===== config.mk =====
export PLATFORM = sky130hd
export DESIGN_NAME = sorted_insert_priority_queue_unit_flat
export DESIGN_NICKNAME = d
export VERILOG_FILES = /design/src/rtl/spq_pkg.sv /design/src/rtl/spq_if.sv /design/src/rtl/spq_cell.sv /design/src/rtl/sorted_insert_priority_queue_unit.sv /design/src/flat_wrapper.sv
export VERILOG_INCLUDE_DIRS = /design/src /design/src/rtl
export SDC_FILE = /design/constraint.sdc
export NUM_CORES = 1
export LEC_CHECK = 0
export ABC_AREA = 1
export BUFFER_PORTS_ARGS = -buffer_cell sky130_fd_sc_hd__buf_2
export CAP_MARGIN = 0
export CORE_MARGIN = 2
export CORE_UTILIZATION = 40
export DETAILED_ROUTE_END_ITERATION = 12
export PLACE_DENSITY_LB_ADDON = 0.25
export SLEW_MARGIN = 20
export SYNTH_ARGS = -nofsm -noshare
export SYNTH_HDL_FRONTEND = slang
export SYNTH_SLANG_ARGS = --single-unit
export TNS_END_PERCENT = 20

===== constraint.sdc =====
create_clock -name clk -period 5.5 [get_ports clk]
set_input_delay 1.1 -clock clk [delete_from_list [all_inputs] [get_ports clk]]
set_output_delay 1.1 -clock clk [all_outputs]
set_load 0.03 [all_outputs]

===== src/rtl/assert_macros.svh =====
// Assertion helpers for the RTL.
`ifndef ASSERT_MACROS_SVH
`define ASSERT_MACROS_SVH

// Clocked check, masked while reset is asserted.
`define SPQ_ASSERT(name, clk, rst_n, prop, msg) \
	name: assert property (@(posedge clk) disable iff (!rst_n) prop) else $error(msg);

// Clocked check that also holds during reset.
`define SPQ_ASSERT_ALWAYS(name, clk, prop, msg) \
	name: assert property (@(posedge clk) prop) else $error(msg);

`endif


===== src/rtl/spq_pkg.sv =====
package spq_pkg;

	localparam int QUEUE_DEPTH_DEF   = 16;
	localparam int ITEM_BITS_DEF     = 32;
	localparam int PRIORITY_BITS_DEF = 24;

	localparam int STEPS_BITS     = 4;
	localparam int COUNT_OUT_BITS = 5;

	// neighbor link between cells
	typedef struct packed {
		logic valid;
		logic stay;
	} link_t;

endpackage


===== src/rtl/spq_if.sv =====
interface spq_req_if import spq_pkg::*; #(
	parameter int ITEM_BITS     = ITEM_BITS_DEF,
	parameter int PRIORITY_BITS = PRIORITY_BITS_DEF
);
	logic                     valid;
	logic                     ready;
	logic [ITEM_BITS-1:0]     entry_item;
	logic [PRIORITY_BITS-1:0] entry_priority;

	modport source (output valid, entry_item, entry_priority, input ready);
	modport sink (input valid, entry_item, entry_priority, output ready);
endinterface

interface spq_rsp_if import spq_pkg::*; #(
	parameter int ITEM_BITS     = ITEM_BITS_DEF,
	parameter int PRIORITY_BITS = PRIORITY_BITS_DEF
);
	logic                      valid;
	logic                      ready;
	logic                      accepted;
	logic [STEPS_BITS-1:0]     steps_counted;
	logic [COUNT_OUT_BITS-1:0] entry_count;
	logic                      queue_empty;
	logic [ITEM_BITS-1:0]      top_item;
	logic [PRIORITY_BITS-1:0]  top_priority;

	modport source (output valid, accepted, steps_counted, entry_count, queue_empty,
		top_item, top_priority, input ready);
	modport sink (input valid, accepted, steps_counted, entry_count, queue_empty,
		top_item, top_priority, output ready);
endinterface


===== src/rtl/spq_cell.sv =====
module spq_cell import spq_pkg::*; #(
	parameter int IDX           = 0,
	parameter int ITEM_BITS     = ITEM_BITS_DEF,
	parameter int PRIORITY_BITS = PRIORITY_BITS_DEF,
	parameter int CNT_BITS      = 5
) (
	input  logic                     clk,
	input  logic                     ins_en,
	input  logic [ITEM_BITS-1:0]     new_item,
	input  logic [PRIORITY_BITS-1:0] new_priority,
	input  logic [CNT_BITS-1:0]      count,
	input  link_t                    prev_link,
	input  logic [ITEM_BITS-1:0]     prev_item,
	input  logic [PRIORITY_BITS-1:0] prev_priority,
	output link_t                    link,
	output logic [ITEM_BITS-1:0]     cur_item,
	output logic [PRIORITY_BITS-1:0] cur_priority,
	output logic                     pos_hit
);

	logic [ITEM_BITS-1:0]     item_q;
	logic [PRIORITY_BITS-1:0] priority_q;
	logic                     is_valid;
	logic                     stays;
	logic                     take_new;
	logic                     take_prev;

	always_comb begin
		is_valid = (CNT_BITS'(IDX) < count);
		if (IDX == 0) begin
			stays = is_valid && !(new_priority > priority_q);
		end else begin
			stays = is_valid && (priority_q > new_priority);
		end
		take_new  = !stays && prev_link.stay;
		take_prev = prev_link.valid && !prev_link.stay;
	end

	always_ff @(posedge clk) begin
		if (ins_en) begin
			if (take_new) begin
				item_q     <= new_item;
				priority_q <= new_priority;
			end else if (take_prev) begin
				item_q     <= prev_item;
				priority_q <= prev_priority;
			end
		end
	end

	assign link         = '{valid: is_valid, stay: stays};
	assign cur_item     = item_q;
	assign cur_priority = priority_q;
	assign pos_hit      = take_new;

endmodule


===== src/rtl/sorted_insert_priority_queue_unit.sv =====
// The response for a request is registered and presented in the cycle after the request is taken.
// Throughput: one request per cycle unless a held response stalls req.ready; every cell compares
// the new priority in the same cycle and shifts toward its neighbor, so the cell row sets the rate.
// Reset (arst_n low, asynchronous): entry count and response valid clear; the cells'
// contents are left as they are and are never read before being written.
module sorted_insert_priority_queue_unit import spq_pkg::*; #(
	parameter int QUEUE_DEPTH   = QUEUE_DEPTH_DEF,
	parameter int ITEM_BITS     = ITEM_BITS_DEF,
	parameter int PRIORITY_BITS = PRIORITY_BITS_DEF
) (
	input logic        clk,
	input logic        arst_n,
	spq_req_if.sink    req,
	spq_rsp_if.source  rsp
);
	`include "assert_macros.svh"

	localparam int CNT_BITS = $clog2(QUEUE_DEPTH + 1);

	logic [CNT_BITS-1:0]      count_q;
	logic                     rsp_valid_q;
	logic                     accepted_q;
	logic [STEPS_BITS-1:0]    steps_q;
	logic [COUNT_OUT_BITS-1:0] entry_count_q;
	logic                     empty_q;
	logic [ITEM_BITS-1:0]     top_item_q;
	logic [PRIORITY_BITS-1:0] top_priority_q;

	link_t                    links     [QUEUE_DEPTH];
	logic [ITEM_BITS-1:0]     items     [QUEUE_DEPTH];
	logic [PRIORITY_BITS-1:0] prios     [QUEUE_DEPTH];
	logic [QUEUE_DEPTH-1:0]   pos_hit;

	logic                     req_fire;
	logic                     has_room;
	logic                     ins_en;
	logic [CNT_BITS-1:0]      new_count;
	logic [STEPS_BITS-1:0]    steps;
	logic [ITEM_BITS-1:0]     new_top_item;
	logic [PRIORITY_BITS-1:0] new_top_priority;

	assign req.ready = !rsp_valid_q || rsp.ready;
	assign req_fire  = req.valid && req.ready;
	assign has_room  = (count_q != CNT_BITS'(QUEUE_DEPTH));
	assign ins_en    = req_fire && has_room;

	for (genvar i = 0; i < QUEUE_DEPTH; i++) begin : g_cell
		link_t                    prev_link;
		logic [ITEM_BITS-1:0]     prev_item;
		logic [PRIORITY_BITS-1:0] prev_priority;

		if (i == 0) begin : g_head
			assign prev_link     = '{valid: 1'b0, stay: 1'b1};
			assign prev_item     = '0;
			assign prev_priority = '0;
		end else begin : g_body
			assign prev_link     = links[i-1];
			assign prev_item     = items[i-1];
			assign prev_priority = prios[i-1];
		end

		spq_cell #(
			.IDX           (i),
			.ITEM_BITS     (ITEM_BITS),
			.PRIORITY_BITS (PRIORITY_BITS),
			.CNT_BITS      (CNT_BITS)
		) u_cell (
			.clk           (clk),
			.ins_en        (ins_en),
			.new_item      (req.entry_item),
			.new_priority  (req.entry_priority),
			.count         (count_q),
			.prev_link     (prev_link),
			.prev_item     (prev_item),
			.prev_priority (prev_priority),
			.link          (links[i]),
			.cur_item      (items[i]),
			.cur_priority  (prios[i]),
			.pos_hit       (pos_hit[i])
		);
	end

	always_comb begin
		steps = '0;
		for (int i = 1; i < QUEUE_DEPTH; i++) begin
			if (pos_hit[i]) begin
				steps = steps | STEPS_BITS'(i - 1);
			end
		end
		if (!has_room) begin
			steps = '0;
		end
		new_count = count_q + CNT_BITS'(has_room);
		if (has_room && pos_hit[0]) begin
			new_top_item     = req.entry_item;
			new_top_priority = req.entry_priority;
		end else begin
			new_top_item     = items[0];
			new_top_priority = prios[0];
		end
		if (new_count == '0) begin
			new_top_item     = '0;
			new_top_priority = '0;
		end
	end

	always_ff @(posedge clk or negedge arst_n) begin
		if (!arst_n) begin
			count_q     <= '0;
			rsp_valid_q <= 1'b0;
		end else begin
			if (ins_en) begin
				count_q <= new_count;
			end
			if (req_fire) begin
				rsp_valid_q <= 1'b1;
			end else if (rsp.ready) begin
				rsp_valid_q <= 1'b0;
			end
		end
	end

	always_ff @(posedge clk) begin
		if (req_fire) begin
			accepted_q     <= has_room;
			steps_q        <= steps;
			entry_count_q  <= COUNT_OUT_BITS'(new_count);
			empty_q        <= (new_count == '0);
			top_item_q     <= new_top_item;
			top_priority_q <= new_top_priority;
		end
	end

	assign rsp.valid         = rsp_valid_q;
	assign rsp.accepted      = accepted_q;
	assign rsp.steps_counted = steps_q;
	assign rsp.entry_count   = entry_count_q;
	assign rsp.queue_empty   = empty_q;
	assign rsp.top_item      = top_item_q;
	assign rsp.top_priority  = top_priority_q;

	`SPQ_ASSERT(a_count_range, clk, arst_n, count_q <= CNT_BITS'(QUEUE_DEPTH), "count overflow")
	`SPQ_ASSERT(a_count_inc, clk, arst_n, ins_en |=> count_q == $past(count_q) + CNT_BITS'(1), "count not incremented")
	`SPQ_ASSERT(a_full_hold, clk, arst_n, (req_fire && !has_room) |=> $stable(count_q), "refused request changed count")
	`SPQ_ASSERT(a_sorted_head, clk, arst_n, (count_q >= CNT_BITS'(2)) |-> prios[1] <= prios[0], "store out of order")

endmodule


===== src/flat_wrapper.sv =====
// flat-port wrapper written by rule: the top's interface ports become plain ports
module sorted_insert_priority_queue_unit_flat import spq_pkg::*;
#(
	parameter int QUEUE_DEPTH   = QUEUE_DEPTH_DEF,
	parameter int ITEM_BITS     = ITEM_BITS_DEF,
	parameter int PRIORITY_BITS = PRIORITY_BITS_DEF
)
  (clk, arst_n, req_valid, req_entry_item, req_entry_priority, req_ready, rsp_valid, rsp_accepted, rsp_steps_counted, rsp_entry_count, rsp_queue_empty, rsp_top_item, rsp_top_priority, rsp_ready);
  spq_req_if #(.ITEM_BITS(ITEM_BITS), .PRIORITY_BITS(PRIORITY_BITS)) req_i ();
  spq_rsp_if #(.ITEM_BITS(ITEM_BITS), .PRIORITY_BITS(PRIORITY_BITS)) rsp_i ();
  input logic clk;
  input logic arst_n;
  input wire logic [$bits(req_i.valid)-1:0] req_valid;
  input wire logic [$bits(req_i.entry_item)-1:0] req_entry_item;
  input wire logic [$bits(req_i.entry_priority)-1:0] req_entry_priority;
  output wire logic [$bits(req_i.ready)-1:0] req_ready;
  output wire logic [$bits(rsp_i.valid)-1:0] rsp_valid;
  output wire logic [$bits(rsp_i.accepted)-1:0] rsp_accepted;
  output wire logic [$bits(rsp_i.steps_counted)-1:0] rsp_steps_counted;
  output wire logic [$bits(rsp_i.entry_count)-1:0] rsp_entry_count;
  output wire logic [$bits(rsp_i.queue_empty)-1:0] rsp_queue_empty;
  output wire logic [$bits(rsp_i.top_item)-1:0] rsp_top_item;
  output wire logic [$bits(rsp_i.top_priority)-1:0] rsp_top_priority;
  input wire logic [$bits(rsp_i.ready)-1:0] rsp_ready;
  assign req_i.valid = req_valid;
  assign req_i.entry_item = req_entry_item;
  assign req_i.entry_priority = req_entry_priority;
  assign req_ready = req_i.ready;
  assign rsp_valid = rsp_i.valid;
  assign rsp_accepted = rsp_i.accepted;
  assign rsp_steps_counted = rsp_i.steps_counted;
  assign rsp_entry_count = rsp_i.entry_count;
  assign rsp_queue_empty = rsp_i.queue_empty;
  assign rsp_top_item = rsp_i.top_item;
  assign rsp_top_priority = rsp_i.top_priority;
  assign rsp_i.ready = rsp_ready;
  sorted_insert_priority_queue_unit #(.QUEUE_DEPTH(QUEUE_DEPTH), .ITEM_BITS(ITEM_BITS), .PRIORITY_BITS(PRIORITY_BITS)) u_core (.clk(clk), .arst_n(arst_n), .req(req_i), .rsp(rsp_i));
endmodule

==> results of run 1 <==
[cell usage after synthesis (7+ instances only)]
cell      instances
a211oi_1         14
a21o_1           24
a21oi_1         221
and2_1           10
buf_2            27
buf_6            17
clkbuf_1         77
edfxtp_1        483
ha_1            387
inv_1           213
inv_2             9
nand2_1         892
nand3_1          61
nand3b_1         32
nand4_1          26
nor2_1          215
nor3_1           14
o21a_1            7
o21ai_0         324
o21ai_1          69
o21bai_1          7
[how the worst max path moves through the flow]
stage               cells past startpoint                     startpoint  slack (ns)                                                  end
floorplan                              12          req_entry_priority[0]        0.18        u_core.g_cell[0].u_cell.cur_item[0]$_DFFE_PP_
global placement                       13         req_entry_priority[19]        0.75            u_core.rsp.steps_counted[0]$_SDFFCE_PP0P_
detailed placement                     13         req_entry_priority[19]        0.75            u_core.rsp.steps_counted[0]$_SDFFCE_PP0P_
CTS                                    10  u_core.count_q[0]$_DFFE_PN0P_        1.37  u_core.g_cell[11].u_cell.cur_priority[15]$_DFFE_PP_
global route                           10  u_core.count_q[0]$_DFFE_PN0P_        1.11    u_core.g_cell[3].u_cell.cur_priority[2]$_DFFE_PP_
finish                                 10  u_core.count_q[0]$_DFFE_PN0P_        1.31    u_core.g_cell[5].u_cell.cur_priority[7]$_DFFE_PP_
[power by group through the flow]
stage,Combinational [mW],Sequential [mW],Clock [mW]
finish,6.23,6.32,3.81
global route,7.19,6.42,4.03
CTS,6.28,6.31,3.89
detailed placement,6.25,6.38,0
global placement,6.14,6.37,0
floorplan,4.30,6.61,0
[logic make-up after synthesis]
| kind of cell | synth area share |
|---|---|
| simple gates | 0.173 |
| flops | 0.493 |
| compound gates | 0.120 |
| xor+xnor | 0.000883 |
| buf+inv | 0.0511 |
| fa+ha+maj | 0.163 |
[cell type report]
type                    instances  area share
flip-flops and latches        489       0.436
multi-input cells            2335       0.409
clock buffers                  66      0.0430
repair buffers                222      0.0404
well taps                     959      0.0357
inverters                     222      0.0248
clock inverters                36      0.0115
[critical path, delay by kind of cell (launching register included)]
family,cells,cell delay (ns)
flops,1,0.63
compound gates,1,0.61
buf+inv,6,1.51
simple gates,2,0.85
fa+ha+maj,1,0.25
[state kept, by name, summed over array words and instances (netlist names)]
name / flops
u_core.rsp.accepted: 1
u_core.g_cell.u_cell.cur_item: 32
u_core.rsp.entry_count: 5
u_core.rsp.steps_counted: 4
u_core.rsp.queue_empty: 1
u_core.g_cell.u_cell.cur_priority: 384
u_core.rsp.valid: 1
u_core.rsp.top_item: 32
u_core.rsp.top_priority: 24
u_core.count_q: 5
[metal layers]
| layer | vias to the layer above | part of all wire |
|---|---|---|
| met5 | - | 0 |
| met4 | 0 | 0.028 |
| met3 | 105 | 0.050 |
| met2 | 354 | 0.50 |
| met1 | 10100 | 0.42 |
| li1 | 11300 | - |
==> flow_summary.ini, run 1 <==
[timing]
finalClockSkew_ns = 0.0170
setup_tns_ns = 0
tightest_slew_ns = 0.953
timing.final.crit_share = 0.763
hold_slack_ns = 0.334
slew_violations = 0
fmax_ghz = 0.238
rsz0062_at_grt = false
slew-limit-headroom = 0.365
setup_ws_ns = 1.31
period_needed_ns = 4.19
finalSetupViolCount = 0
timing_hold_violations_final = 0

[cts]
root_buffer = clkbuf_16
path_clk_slew_ns = 0.06
postCtsHoldBufs = 0
clkSinkCount = 489
postCtsSetupBuffers = 0
clock_latency_ns = 0.63
htree_levels = 2
cts_buffers = 55
ctsResizeCount = 0
cts_tree = built
clockBufferDepth = 3

[worst_setup_path]
arrival_ns = 4.52
worstSetupStartpointType = flip-flop
crit-reg2reg-launch = u_core.count_q[0]$_DFFE_PN0P_
end_kind = flip-flop
required_ns = 5.82
r2r_end = u_core.g_cell[5].u_cell.cur_priority[7]$_DFFE_PP_
r2r_setup_slack_ns = 1.31
r2r_cells = 10
critPathMaxFanout = 27
critPathKind = reg -> reg
cpPeakStageDelay_ns = 0.76
worstPathCellList = inv_1, ha_1, nand4_1, buf_4, inv_1, nor2_1, inv_1, buf_4, a211oi_4, buf_4
crit_slowest_cell = nor2_1

[place]
dp_slack_ns = 0.745
dp_cells = 4227
dpl_cell_area_um2 = 31800
port_buffers = 128
place_hpwl_um = 54000
globalplace.congestion = 0.885

[grt]
grt_overflow = 0
grt_max_degree = 90
grt.total_usage = 0.185
use_met2 = 0.334
antenna_found_initial = 1
use_met3 = 0.0373
grt_use_met1 = 0.221
top_usage_layer = met2
grt_pass1_wl_um = 113000
grt_pass1_vias = 21400

[synth]
ys_warn_count = 0
synth_edf_count = 483
synth.avg_cell_area_um2 = 9.36
synth-main-ff-cell = edfxtp_1
synth_cell_type_count = 37
synth_area_leader_cell = edfxtp_1
seq_area_frac_synth = 0.493
synth_top_area_frac = 0.488
synthesis.instances = 3177
synth-seq-cells = 489
syn_nets = 3624
synthArstFlopShare = 0.0123
synthTopCellsByArea = edfxtp_1 49%, ha_1 16%, nand2_1 11%
synth_area_um2 = 29700

[layout]
fillers = 6965
multi_input_area_um2 = 13800
final_core_util = 0.459
final_common_cell = nand2_1
final_nets = 3772
insertedDiodeCount = 0
fin_cells = 4329
final_cell_mix = 892 x nand2_1, 483 x edfxtp_1, 387 x ha_1
syn2layout_area_growth_pct = 13.1
drive_gt1_frac = 0.107
seq_area_um2 = 14700
fin_area_um2 = 33600

[min_path]
min_path_type = in -> async

[route]
wl_um = 70500
avgViaCountPerCell = 5.05
antenna_left = 0
drcViolationCount = 0
wl_per_cell_um = 16.3
dr.pass1.iters = 5
vias = 21900
drtIter0Drc = 1186

[floorplan]
die-area_um2 = 76600
start_util = 0.406
std_cell_rows = 99
pin_count = 129
dieHeight_um = 277
die_x_um = 277
fp.coreArea_um2 = 73300

[pwr]
peakVddDrop_v = 0.000424
p_clk_frac = 0.233
power_density_nw_per_um2 = 486
leakage_nw = 14.9
p_comb_frac = 0.381
p_sw_mw = 6.35
power.share.switching = 0.388
seq_power_share = 0.386
fin_total_pwr_mw = 16.4
p_int_mw = 10.0

[run]
maxCapViolCount = 0

[status]
status = finished, final reports clean
Power figures use the tool's default switching activity.
==> run 2: changes to the inputs <==
==> constraint.sdc (replaced) <==
create_clock -name clk -period 4.05 [get_ports clk]
set_input_delay 0.81 -clock clk [delete_from_list [all_inputs] [get_ports clk]]
set_output_delay 0.81 -clock clk [all_outputs]
set_load 0.03 [all_outputs]
==> run 2 against run 1 <==
  * Register-to-register slack got worse by 0.79 ns
  * Sequential power up 37%
  * Power increased by 38%
  * Combinational power up 41%
  * Worst setup slack lost 0.79 ns
  * Maximum frequency up 19%
  * Clock power increased by 33%
  * Utilization up 0.61 points
  * Non-clock buffer count rose by 7
  * Highest routed layer unchanged
  * Critical path type unchanged
  * First-iteration DRC count rose by 16%
  * Clock skew rose by 0.0091 ns
  * Largest cell class unchanged
  * Wire length up 8.8%
  * Largest power group is now combinational logic
==> flow_summary.ini, run 2 (synthesis results as in run 1) <==
[worst_setup_path]
required_ns = 4.44
r2r_cells = 13
crit-reg2reg-launch = u_core.count_q[0]$_DFFE_PN0P_
crit_start = u_core.count_q[0]$_DFFE_PN0P_
end_kind = flip-flop
r2r_end = u_core.rsp.top_priority[13]$_SDFFCE_PP0P_
r2r_setup_slack_ns = 0.52
worstSetupStartpointType = flip-flop
critPathKind = reg -> reg
arrival_ns = 3.93
critPathMaxFanout = 44

[layout]
seq_area_um2 = 14700
final_core_util = 0.465
insertedDiodeCount = 0
final_nets = 3780
drive_gt1_frac = 0.107
final_common_cell = nand2_1
multi_input_area_um2 = 13800
final_cell_mix = 892 x nand2_1, 483 x edfxtp_1, 387 x ha_1
syn2layout_area_growth_pct = 14.6
fillers = 6998
largest_reg_flops = 384

[pwr]
power_density_nw_per_um2 = 661
leakage_nw = 15.1
peakVddDrop_v = 0.000462
fin_total_pwr_mw = 22.5

[floorplan]
pin_count = 129
dieHeight_um = 277
std_cell_rows = 99
start_util = 0.406
fp.coreArea_um2 = 73300
die_x_um = 277
die-area_um2 = 76600

[route]
vias = 22400
wl_per_cell_um = 17.7
antenna_left = 0
drtIter0Drc = 1378
wl_um = 76700
avgViaCountPerCell = 5.16
drcViolationCount = 0
dr.pass1.iters = 5

[place]
place_hpwl_um = 54800
port_buffers = 128
globalplace.congestion = 0.856

[timing]
timing_hold_violations_final = 0
slew_violations = 0
timing.final.crit_share = 0.872
slew-limit-headroom = 0.453
rsz0062_at_grt = false
period_needed_ns = 3.53
tightest_slew_ns = 0.811
finalSetupViolCount = 0
fmax_ghz = 0.283
finalClockSkew_ns = 0.0261

[min_path]
whs_endpoint = u_core.g_cell[0].u_cell.cur_item[24]$_DFFE_PP_
worstHoldStart = req_entry_item[24]
holdPathStages = 1
min_path_type = in -> reg

[grt]
grt_max_degree = 72
grt_pass1_wl_um = 121000
grt_overflow = 0
grt.total_usage = 0.199
antenna_found_initial = 0
grt_pass1_vias = 21600

[cts]
clockBufferDepth = 3
root_buffer = clkbuf_16
postCtsHoldBufs = 1
clock_latency_ns = 0.64
clkSinkCount = 489
postCtsSetupBuffers = 0
htree_levels = 2
ctsResizeCount = 0
cts_tree = built
path_clk_slew_ns = 0.06
cts_buffers = 56

[run]
maxCapViolCount = 0

[status]
status = finished, final reports clean
run 2: cell type report:
cell class | count | area share
well taps | 959 | 0.0352
multi-input cells | 2335 | 0.404
clock inverters | 43 | 0.0117
inverters | 222 | 0.0245
clock buffers | 62 | 0.0418
repair buffers | 229 | 0.0532
flip-flops and latches | 489 | 0.430
run 2: report_power, final:
group | internal [mW] | total [mW] | switching [mW] | leakage (nW)
Clock | 2.87 | 5.07 | 2.20 | 0.882
Combinational | 2.90 | 8.76 | 5.87 | 9.67
Sequential | 7.90 | 8.69 | 0.784 | 4.55
run 2: worst max-delay path, stage by stage (launching register included):
cell and delay (ns):
dfrtp_1 0.71, inv_1 0.24, ha_1 0.26, nand4_1 0.19, ha_1 0.20, nand2_1 0.07, xor2_1 0.17, nor2_1 0.12
nand2_1 0.06, nor2_1 0.51, inv_2 0.28, buf_12 0.25, nand2_1 0.13, nor2_1 0.05
run 2: worst max-delay path by stage:
stage | slack, ns | to | depth (start not counted)
6_report | 0.52 | u_core.rsp.top_priority[13]$_SDFFCE_PP0P_ | 13
2_1_floorplan | -0.72 | u_core.g_cell[6].u_cell.cur_priority[0]$_DFFE_PP_ | 10
3_3_place_gp | 0.39 | u_core.g_cell[11].u_cell.cur_priority[6]$_DFFE_PP_ | 14
5_1_grt | 0.46 | u_core.rsp.top_priority[8]$_SDFFCE_PP0P_ | 13
4_1_cts | 0.63 | u_core.rsp.top_priority[13]$_SDFFCE_PP0P_ | 13
3_5_place_dp | 0.38 | u_core.g_cell[11].u_cell.cur_priority[6]$_DFFE_PP_ | 14
run 2: through the flow:
stage,setup slack [ns],hold slack [ns],cells,TNS [ns],cell area (µm²)
5_1_grt,0.462,0.326,4339,0,34100
4_1_cts,0.627,0.317,4339,0,34100
6_report,0.519,0.352,4339,0,34100
3_5_place_dp,0.377,0.519,4233,0,32300
3_3_place_gp,0.391,0.511,4233,0,32300
2_1_floorplan,-0.721,0.514,3177,-205.82,29800
run 2: routing by layer:
metal	wire length, µm	GRT usage	part of all wire
met5	0	0	0
met4	1670	0.0521	0.022
met3	3670	0.0263	0.048
met2	36600	0.341	0.48
met1	34800	0.266	0.45
